<file path="src/hdl/pll_counter_word_sequencer_assert.svh">
// Assertion macros for the PLL counter word sequencer.
`ifndef PLL_COUNTER_WORD_SEQUENCER_ASSERT_SVH
`define PLL_COUNTER_WORD_SEQUENCER_ASSERT_SVH
`ifndef SYNTHESIS
// Check a property while out of reset.
`define PCWS_ASSERT(label, clk, rst_n, prop) \
    label: assert property (@(posedge clk) disable iff (!rst_n) prop) \
        else $error("pcws assertion failed");
// Check a property on every edge, reset included.
`define PCWS_ASSERT_ALWAYS(label, clk, prop) \
    label: assert property (@(posedge clk) prop) \
        else $error("pcws assertion failed");
`else
`define PCWS_ASSERT(label, clk, rst_n, prop)
`define PCWS_ASSERT_ALWAYS(label, clk, prop)
`endif
`endif

</file>
<file path="src/hdl/pcws_pkg.sv">
// Types and constants shared by the PLL counter word sequencer.
`timescale 1ns / 1ps
package pcws_pkg;

    localparam int FREQ_W   = 11;
    localparam int DIVD_W   = 31;
    localparam int DEN_W    = 30;
    localparam int STEP_W   = 5;
    localparam int WORD_W   = 24;

    localparam logic [11:0] FREQ_MIN_MHZ   = 12'd900;
    localparam logic [11:0] FREQ_MAX_MHZ   = 12'd1500;
    localparam logic [19:0] HZ_PER_MHZ     = 20'd1000000;
    localparam logic [12:0] B_MAX          = 13'd8191;
    localparam logic [2:0]  UPDATE_LIMIT   = 3'd5;
    localparam logic [STEP_W-1:0] DIV_LAST = 5'd30;

    localparam logic [1:0] CTRL_R_WORD = 2'b01;
    localparam logic [1:0] CTRL_C_WORD = 2'b00;
    localparam logic [1:0] CTRL_N_WORD = 2'b10;

    // Configuration register indexes
    localparam logic [2:0] REG_REF_FREQ   = 3'd0;
    localparam logic [2:0] REG_REF_DIV    = 3'd1;
    localparam logic [2:0] REG_PRESCALER  = 3'd2;
    localparam logic [2:0] REG_CONTROL    = 3'd3;
    localparam logic [2:0] REG_NCOUNTER   = 3'd4;
    localparam logic [2:0] REG_RCOUNTER   = 3'd5;

    // Prescaler modes
    localparam logic [1:0] PRESC_8  = 2'd0;
    localparam logic [1:0] PRESC_16 = 2'd1;

    typedef enum logic [2:0] {
        S_IDLE,
        S_DIV_PFD,
        S_MUL,
        S_DIV_N,
        S_PACK,
        S_EMIT
    } t_state;

    typedef enum logic [1:0] {
        W_R,
        W_C,
        W_N
    } t_word_sel;

    typedef struct packed {
        logic ready;
        logic div_step;
        logic load_n;
        logic pack;
        logic emit_ok;
    } t_seq_ctl;

endpackage

</file>
<file path="src/hdl/pll_counter_word_sequencer.sv">
// Top level: request to R, control and N latch word sequencer for an A/B counter PLL.
`timescale 1ns / 1ps
// Each request word carries a frequency in MHz (clamped to 900..1500) and a
// full/incremental flag. The block computes PFD = ref_freq_hz / ref_divider and
// N = freq * 1e6 / PFD with one shared restoring divider, one quotient bit per
// clock; the multiply by 1e6 sits between the two divisions in a registered
// stage. B = N / prescaler (saturated at 8191) and A = N mod prescaler are
// packed into the N latch word. In full write mode the R, control and N words
// come out in that order, else only the N word; tlast marks the final word.
// After the accepting clock, tready stays low through both divisions, the
// multiply, the packing and the emission of the words; a word that waits on
// the output side during emission holds it low for longer. The last word sits
// in the output register, so the next request is taken while it waits.
// Configuration is written through a plain write port (index = register
// number); the user must write it only while idle, which the block itself does
// not enforce; writes to indexes 6 and 7 are dropped.
module pll_counter_word_sequencer (
    input  logic        i_clk,
    input  logic        i_rst_n,
    // request stream
    input  logic        i_s_axis_tvalid,
    output logic        o_s_axis_tready,
    input  logic [15:0] i_s_axis_tdata,   // [11:0] freq_mhz, [15:12] zero
    input  logic        i_s_axis_tuser,   // [0] req_type
    // latch word stream
    output logic        o_m_axis_tvalid,
    input  logic        i_m_axis_tready,
    output logic [23:0] o_m_axis_tdata,   // [23:0] latch_word
    output logic        o_m_axis_tlast,   // last_word
    // configuration
    input  logic        i_cfg_we,
    input  logic [2:0]  i_cfg_index,
    input  logic [29:0] i_cfg_data
);

    `include "pll_counter_word_sequencer_assert.svh"

    // configuration registers
    logic [29:0] r_ref_freq_hz;
    logic [13:0] r_ref_divider;
    logic [1:0]  r_prescaler_mode;
    logic [19:0] r_control_settings;
    logic [2:0]  r_ncounter_settings;
    logic [5:0]  r_rcounter_settings;

    // request state
    logic [2:0] r_update_count;
    logic       r_write_mode;

    // sequencer and datapath
    pcws_pkg::t_state    r_state, n_state;
    pcws_pkg::t_seq_ctl  w_ctl;
    pcws_pkg::t_word_sel r_word_sel;
    logic [pcws_pkg::FREQ_W-1:0] r_freq;
    logic [pcws_pkg::DIVD_W-1:0] r_quo;
    logic [pcws_pkg::DEN_W-1:0]  r_den;
    logic [pcws_pkg::DEN_W-1:0]  r_rem;
    logic [pcws_pkg::STEP_W-1:0] r_step;
    logic [23:0] r_n_word;

    // output register
    logic        r_out_valid;
    logic [23:0] r_out_data;
    logic        r_out_last;

    logic        w_in_accept;
    logic [11:0] w_freq_in;
    logic [pcws_pkg::FREQ_W-1:0] w_freq_clamped;
    logic [pcws_pkg::DEN_W-1:0]  w_divisor;

    assign w_in_accept = i_s_axis_tvalid && w_ctl.ready;
    assign w_freq_in   = i_s_axis_tdata[11:0];
    assign o_s_axis_tready = w_ctl.ready;
    assign o_m_axis_tvalid = r_out_valid;
    assign o_m_axis_tdata  = r_out_data;
    assign o_m_axis_tlast  = r_out_last;

    // Clamp the request to 900..1500 MHz.
    always_comb begin
        if (w_freq_in < pcws_pkg::FREQ_MIN_MHZ) begin
            w_freq_clamped = pcws_pkg::FREQ_MIN_MHZ[pcws_pkg::FREQ_W-1:0];
        end else if (w_freq_in > pcws_pkg::FREQ_MAX_MHZ) begin
            w_freq_clamped = pcws_pkg::FREQ_MAX_MHZ[pcws_pkg::FREQ_W-1:0];
        end else begin
            w_freq_clamped = w_freq_in[pcws_pkg::FREQ_W-1:0];
        end
    end

    // A divider of zero divides as one; it still goes into the R word as zero.
    assign w_divisor = (r_ref_divider == '0) ? pcws_pkg::DEN_W'(1)
                                             : pcws_pkg::DEN_W'(r_ref_divider);

    // ---------------------------------------------------------------------
    // Configuration writes
    // ---------------------------------------------------------------------
    always_ff @(posedge i_clk) begin
        if (!i_rst_n) begin
            r_ref_freq_hz       <= 30'd100000000;
            r_ref_divider       <= 14'd100;
            r_prescaler_mode    <= 2'd0;
            r_control_settings  <= 20'd261195;
            r_ncounter_settings <= 3'd0;
            r_rcounter_settings <= 6'd48;
        end else if (i_cfg_we) begin
            case (i_cfg_index)
                pcws_pkg::REG_REF_FREQ:  r_ref_freq_hz       <= i_cfg_data;
                pcws_pkg::REG_REF_DIV:   r_ref_divider       <= i_cfg_data[13:0];
                pcws_pkg::REG_PRESCALER: r_prescaler_mode    <= i_cfg_data[1:0];
                pcws_pkg::REG_CONTROL:   r_control_settings  <= i_cfg_data[19:0];
                pcws_pkg::REG_NCOUNTER:  r_ncounter_settings <= i_cfg_data[2:0];
                pcws_pkg::REG_RCOUNTER:  r_rcounter_settings <= i_cfg_data[5:0];
                default: ;
            endcase
        end
    end

    // ---------------------------------------------------------------------
    // Sequencer: next state
    // ---------------------------------------------------------------------
    always_comb begin
        n_state = r_state;
        case (r_state)
            pcws_pkg::S_IDLE: begin
                if (i_s_axis_tvalid) n_state = pcws_pkg::S_DIV_PFD;
            end
            pcws_pkg::S_DIV_PFD: begin
                if (r_step == pcws_pkg::DIV_LAST) n_state = pcws_pkg::S_MUL;
            end
            pcws_pkg::S_MUL: begin
                n_state = pcws_pkg::S_DIV_N;
            end
            pcws_pkg::S_DIV_N: begin
                if (r_step == pcws_pkg::DIV_LAST) n_state = pcws_pkg::S_PACK;
            end
            pcws_pkg::S_PACK: begin
                n_state = pcws_pkg::S_EMIT;
            end
            pcws_pkg::S_EMIT: begin
                if (w_ctl.emit_ok && r_word_sel == pcws_pkg::W_N) begin
                    n_state = pcws_pkg::S_IDLE;
                end
            end
            default: n_state = pcws_pkg::S_IDLE;
        endcase
    end

    // Sequencer: control outputs
    always_comb begin
        w_ctl = '0;
        case (r_state)
            pcws_pkg::S_IDLE:    w_ctl.ready    = 1'b1;
            pcws_pkg::S_DIV_PFD: w_ctl.div_step = 1'b1;
            pcws_pkg::S_MUL:     w_ctl.load_n   = 1'b1;
            pcws_pkg::S_DIV_N:   w_ctl.div_step = 1'b1;
            pcws_pkg::S_PACK:    w_ctl.pack     = 1'b1;
            pcws_pkg::S_EMIT:    w_ctl.emit_ok  = !r_out_valid || i_m_axis_tready;
            default: ;
        endcase
    end

    always_ff @(posedge i_clk) begin
        if (!i_rst_n) begin
            r_state <= pcws_pkg::S_IDLE;
        end else begin
            r_state <= n_state;
        end
    end

    // ---------------------------------------------------------------------
    // Update count and write mode, advanced on each accepted request
    // ---------------------------------------------------------------------
    always_ff @(posedge i_clk) begin
        if (!i_rst_n) begin
            r_update_count <= '0;
            r_write_mode   <= 1'b0;
        end else if (w_in_accept) begin
            if (i_s_axis_tuser) begin
                // full request: restart the count, keep the mode
                r_update_count <= '0;
            end else if (r_update_count < pcws_pkg::UPDATE_LIMIT) begin
                r_update_count <= r_update_count + 3'd1;
                r_write_mode   <= 1'b0;
            end else begin
                r_write_mode   <= 1'b1;
            end
        end
    end

    // ---------------------------------------------------------------------
    // Shared restoring divider: one quotient bit per clock
    // ---------------------------------------------------------------------
    logic [pcws_pkg::DIVD_W-1:0] w_rem_shift;
    logic [pcws_pkg::DIVD_W:0]   w_diff;
    logic                        w_ge;
    logic [pcws_pkg::DIVD_W-1:0] w_product;
    logic [pcws_pkg::DEN_W-1:0]  w_pfd;

    assign w_rem_shift = {r_rem, r_quo[pcws_pkg::DIVD_W-1]};
    assign w_diff      = {1'b0, w_rem_shift} - {2'b00, r_den};
    assign w_ge        = !w_diff[pcws_pkg::DIVD_W];
    assign w_product   = pcws_pkg::DIVD_W'(r_freq) * pcws_pkg::DIVD_W'(pcws_pkg::HZ_PER_MHZ);
    // PFD fits 30 bits; a zero comparison frequency is taken as one.
    assign w_pfd = (r_quo == '0) ? pcws_pkg::DEN_W'(1) : r_quo[pcws_pkg::DEN_W-1:0];

    always_ff @(posedge i_clk) begin
        if (w_in_accept) begin
            r_freq <= w_freq_clamped;
            r_quo  <= {1'b0, r_ref_freq_hz};
            r_den  <= w_divisor;
            r_rem  <= '0;
        end else if (w_ctl.load_n) begin
            // hold PFD as the divisor, load freq * 1e6 as the dividend
            r_quo  <= w_product;
            r_den  <= w_pfd;
            r_rem  <= '0;
        end else if (w_ctl.div_step) begin
            r_quo  <= {r_quo[pcws_pkg::DIVD_W-2:0], w_ge};
            r_rem  <= w_ge ? w_diff[pcws_pkg::DEN_W-1:0] : w_rem_shift[pcws_pkg::DEN_W-1:0];
        end
    end

    always_ff @(posedge i_clk) begin
        if (!i_rst_n) begin
            r_step <= '0;
        end else if (w_ctl.div_step) begin
            r_step <= (r_step == pcws_pkg::DIV_LAST) ? '0 : r_step + 5'd1;
        end else begin
            r_step <= '0;
        end
    end

    // ---------------------------------------------------------------------
    // N word packing: B = N / P saturated, A = N mod P
    // ---------------------------------------------------------------------
    logic [27:0] w_b_full;
    logic [4:0]  w_a;
    logic [12:0] w_b;

    always_comb begin
        case (r_prescaler_mode)
            pcws_pkg::PRESC_8: begin
                w_b_full = 28'(r_quo >> 3);
                w_a      = {2'b00, r_quo[2:0]};
            end
            pcws_pkg::PRESC_16: begin
                w_b_full = 28'(r_quo >> 4);
                w_a      = {1'b0, r_quo[3:0]};
            end
            default: begin
                w_b_full = 28'(r_quo >> 5);
                w_a      = r_quo[4:0];
            end
        endcase
        w_b = (w_b_full > 28'(pcws_pkg::B_MAX)) ? pcws_pkg::B_MAX : w_b_full[12:0];
    end

    always_ff @(posedge i_clk) begin
        if (w_ctl.pack) begin
            r_n_word <= {r_ncounter_settings, w_b, 1'b0, w_a, pcws_pkg::CTRL_N_WORD};
        end
    end

    // ---------------------------------------------------------------------
    // Word emission into the output register
    // ---------------------------------------------------------------------
    logic [23:0] w_emit_word;

    always_comb begin
        case (r_word_sel)
            pcws_pkg::W_R: w_emit_word = {2'b00, r_rcounter_settings, r_ref_divider,
                                          pcws_pkg::CTRL_R_WORD};
            pcws_pkg::W_C: w_emit_word = {r_prescaler_mode, r_control_settings,
                                          pcws_pkg::CTRL_C_WORD};
            default:       w_emit_word = r_n_word;
        endcase
    end

    always_ff @(posedge i_clk) begin
        if (!i_rst_n) begin
            r_word_sel <= pcws_pkg::W_R;
        end else if (w_ctl.pack) begin
            r_word_sel <= r_write_mode ? pcws_pkg::W_N : pcws_pkg::W_R;
        end else if (w_ctl.emit_ok) begin
            case (r_word_sel)
                pcws_pkg::W_R: r_word_sel <= pcws_pkg::W_C;
                pcws_pkg::W_C: r_word_sel <= pcws_pkg::W_N;
                default:       r_word_sel <= pcws_pkg::W_R;
            endcase
        end
    end

    always_ff @(posedge i_clk) begin
        if (!i_rst_n) begin
            r_out_valid <= 1'b0;
        end else if (w_ctl.emit_ok) begin
            r_out_valid <= 1'b1;
        end else if (i_m_axis_tready) begin
            r_out_valid <= 1'b0;
        end
    end

    always_ff @(posedge i_clk) begin
        if (w_ctl.emit_ok) begin
            r_out_data <= w_emit_word;
            r_out_last <= (r_word_sel == pcws_pkg::W_N);
        end
    end

    // ---------------------------------------------------------------------
    // Assertions
    // ---------------------------------------------------------------------
    `PCWS_ASSERT(a_count_bound, i_clk, i_rst_n, r_update_count <= pcws_pkg::UPDATE_LIMIT)
    `PCWS_ASSERT(a_last_is_n_word, i_clk, i_rst_n,
        (r_out_valid && r_out_last) |-> (r_out_data[1:0] == pcws_pkg::CTRL_N_WORD))
    `PCWS_ASSERT(a_n_only_mode, i_clk, i_rst_n, (r_out_valid && r_write_mode) |-> r_out_last)
    `PCWS_ASSERT(a_accept_starts_div, i_clk, i_rst_n,
        w_in_accept |=> (r_state == pcws_pkg::S_DIV_PFD))
    `PCWS_ASSERT(a_rem_below_den, i_clk, i_rst_n,
        ((r_state == pcws_pkg::S_DIV_PFD) || (r_state == pcws_pkg::S_DIV_N)) |-> (r_rem < r_den))

endmodule
</file>
<file path="config.mk">
export PLATFORM = sky130hd
export DESIGN_NAME = pll_counter_word_sequencer
export DESIGN_NICKNAME = d
export VERILOG_FILES = /design/src/hdl/pcws_pkg.sv /design/src/hdl/pll_counter_word_sequencer.sv
export VERILOG_INCLUDE_DIRS = /design/src /design/src/hdl
export SDC_FILE = /design/constraint.sdc
export NUM_CORES = 1
export LEC_CHECK = 0
export ABC_AREA = 1
export BUFFER_PORTS_ARGS = -buffer_cell sky130_fd_sc_hd__buf_2
export CORE_UTILIZATION = 45
export CTS_CLUSTER_SIZE = 8
export DETAILED_ROUTE_END_ITERATION = 8
export SLEW_MARGIN = 20
export SYNTH_ARGS = -nofsm -noshare
export SYNTH_HDL_FRONTEND = slang
export SYNTH_SLANG_ARGS = --single-unit
</file>
<file path="constraint.sdc">
create_clock -name i_clk -period 4.3 [get_ports i_clk]
set_clock_uncertainty 0.2 [all_clocks]
set_input_delay 0.215 -clock i_clk [delete_from_list [all_inputs] [get_ports i_clk]]
set_output_delay 0.215 -clock i_clk [all_outputs]
set_load 0.01 [all_outputs]
</file>
==> flow_metrics.py <==
metrics = {
    "outcome": {
        "status": "finished with violations",
        "violations": "setup timing",
    },
    "min_path": {
        "min_path_type": "in -> reg",
    },
    "routing": {
        "drt_wl_total_mm": 42.1,
        "drc": 0,
        "vias_per_cell": 5.10,
        "num_vias": 13500,
        "first_pass_iters": 5,
        "final_antenna_net_count": 0,
        "drt_iter0_drc": 793,
        "wl_per_cell_um": 16.0,
    },
    "synth": {
        "yosys_warnings": 0,
        "netlist_area_um2": 15200,
        "async_flop_share": 0,
        "post_synth_inst_count": 2014,
        "synth_commonest_cells": "504 x nand2_1, 346 x inv_1, 195 x nand3_1",
        "synth_top_area_share": 0.231,
        "syn_area_per_cell_um2": 7.57,
        "ys_ff_latch": 238,
        "ys_seq_area_frac": 0.389,
        "synthFlopType": "dfxtp_1",
        "synth_area_leaders": "edfxtp_1 23%, dfxtp_1 16%, nand2_1 12%, ha_1 9.0%, inv_1 8.5%",
        "synth_edf_count": 117,
        "synth_top_cell_by_area": "edfxtp_1",
        "syn_nets": 2210,
        "ys_types": 51,
        "yosysMostFrequentCell": "nand2_1",
    },
    "sta": {
        "slew_headroom": 0.314,
        "rsz0062_at_grt": "true",
        "post-route-min-period_ns": 4.39,
        "fin_crit_sh": 1.02,
        "finalMaxSlewViolations": 0,
        "fin_ws_ns": -0.0937,
        "finalSetupViolations": 6,
        "tightest_slew_ns": 1.02,
        "finalHoldViolations": 0,
        "fmax_ghz": 0.228,
    },
    "floorplan": {
        "die_area_um2": 34600,
        "rows": 67,
        "ios": 82,
        "die_h_um": 186,
        "fp.dieW_um": 186,
        "core_um2": 33400,
        "start_util": 0.456,
    },
    "placed_design": {
        "post-place-ws_ns": -0.194,
        "dp_hpwl_mm": 31.2,
        "portBuffers": 77,
        "place_congestion": 0.943,
        "dp.cells": 2521,
    },
    "global_routing": {
        "grt_pass1_wl_mm": 67.0,
        "grt_pass1_vias": 13100,
        "grt_max_degree": 65,
        "antenna_found_initial": 1,
        "overflow": 0,
        "grt_util_all_layers": 0.249,
    },
    "cells_and_area": {
        "drive_gt1_frac": 0.126,
        "num_antenna_cells": 0,
        "finalNetCount": 2360,
        "fillers": 3224,
        "regArea_um2": 5940,
        "final_cells": 2637,
        "area_growth_pct": 19.4,
        "multiInputGateArea_um2": 8080,
    },
    "setup_path": {
        "worstPathMaxFanout": 4,
        "crit_top_cell": "ha_4",
        "cp.arrival_ns": 4.44,
        "cp.required_ns": 4.35,
        "critPathSlowestCell": "fa_2",
        "critical_path_class": "reg -> reg",
        "cp-start-kind": "register",
        "crit_chain": "fa_2 > buf_4 > ha_4 > ha_4 > fa_1 > inv_2 > fa_1 > inv_2 > ha_4 > a21oi_4 > a21boi_2 > nand3_4 > buf_4 > xor2_1 > nand2_1 > o211ai_1",
        "critPathMaxStageDelay_ns": 0.64,
        "end_kind": "register",
    },
    "clock_network": {
        "cts_buffers": 35,
        "cts_tree": "yes",
        "clock_sinks": 238,
        "clkLatencyLatePin_ns": 0.52,
        "clockRootBuffer": "clkbuf_16",
        "htreeDepth": 2,
        "clk_pin_slew_ns": 0.05,
        "cts_buffer_depth": 3,
    },
    "flow_run": {
        "maxCapViolations": 0,
    },
}
==> cells in the final DEF, fill, tap and decap left out, types with 5 or more instances in the layout <==
cell type / Yosys / final
fa_1: 31 / 29
inv_1: 346 / 337
a22oi_1: 16 / 16
dlygate4sd3_1: 0 / 49
nand3b_1: 6 / 6
o211ai_1: 13 / 13
nor2_2: 5 / 10
ha_1: 110 / 93
a21oi_1: 68 / 61
inv_2: 3 / 11
nand2_2: 8 / 19
nor4_1: 12 / 12
buf_2: 12 / 77
dfxtp_1: 121 / 121
o221ai_1: 9 / 9
ha_4: 0 / 16
clkbuf_16: 0 / 36
nor2_1: 160 / 153
nand3_1: 195 / 189
edfxtp_1: 117 / 117
nor3_1: 10 / 8
xor2_1: 19 / 19
xnor2_1: 6 / 6
nand2_1: 504 / 492
buf_4: 5 / 50
o21ai_0: 116 / 110
o22ai_1: 5 / 5
clkbuf_1: 44 / 23
a21oi_2: 1 / 6
nand4_1: 17 / 17
or2_2: 16 / 16
==> cell type report <==
type | count | share of cell area
tap | 448 | 0.0308
inverter | 352 | 0.0726
sequential | 238 | 0.326
clock inverter | 2 | 0.00137
clock buffer | 60 | 0.0550
timing repair buffer | 179 | 0.0706
multi-input combinational | 1358 | 0.444
==> layer usage <==
metal  track usage  share of wire  vias up
met4        0.0728          0.025        0
met5             0              0        -
met1         0.323           0.45     6259
met2         0.426           0.47      330
li1              -              -     6808
met3        0.0372          0.054       62
==> timing repair <==
item                                    4_1_cts  5_1_grt
pin swaps                                    11       33
resized for setup                            21       55
hold endpoints to repair                     93        0
hold buffers                                 49        0
gates cloned                                  0        0
endpoints found under the setup margin       10       11
setup buffers                                 0        5
==> final timing paths <==
kind / from / depth (start not counted) / slack, ns / end
max reg2reg: r_freq[3] / 16 / -0.09 / r_quo[22]
min reg2reg: r_ncounter_settings[1] / 0 / 0.23 / r_n_word[22]
min: i_s_axis_tdata[11] / 4 / 0.06 / r_freq[2]
max: r_freq[3] / 16 / -0.09 / r_quo[22]
==> flip-flops by register name, indices dropped and copies added, names as in the netlist <==
| signal | count |
|---|---|
| r_control_settings | 20 |
| r_step | 5 |
| r_prescaler_mode | 2 |
| r_word_sel | 2 |
| r_write_mode | 1 |
| r_rem | 30 |
| r_quo | 31 |
| r_n_word | 21 |
| r_rcounter_settings | 6 |
| o_m_axis_tlast | 1 |
| r_den | 30 |
| r_ref_divider | 14 |
| r_ncounter_settings | 3 |
| r_ref_freq_hz | 30 |
| r_freq | 11 |
| o_m_axis_tvalid | 1 |
| r_state | 3 |
| o_m_axis_tdata | 24 |
| r_update_count | 3 |
==> critical path, delay by kind of cell, from the launching register on <==
| kind | cells | cell delay [ns] |
|---|---|---|
| DFF | 1 | 0.42 |
| adders and majority gates | 6 | 2.34 |
| and+or+nand+nor | 2 | 0.17 |
| xor gates and xnor gates | 1 | 0.13 |
| buffers and inverters | 4 | 0.37 |
| AOI/OAI and AO/OA | 3 | 0.48 |
==> per-stage QoR <==
step            util  cell area (um^2)  setup TNS, ns  hold WS [ns]
2_1_floorplan      -             15300              0         0.141
3_3_place_gp   0.487             16300         -0.503         0.217
3_5_place_dp   0.487             16300         -0.963         0.218
4_1_cts        0.535             17900         -0.172        0.0203
5_1_grt        0.544             18200          -1.74        0.0604
6_report       0.544             18200         -0.234        0.0642
==> cell families after synthesis <==
family          Yosys count  synth area share
compound gates          249            0.0947
xor+xnor                 25            0.0144
fa+ha+maj               141             0.131
buf+inv                 418             0.107
flops                   238             0.389
simple gates            943             0.263
Power is left out: the tool's default activity adds up to more than one toggle a clock period on the data nets, which glitch-free logic cannot reach.
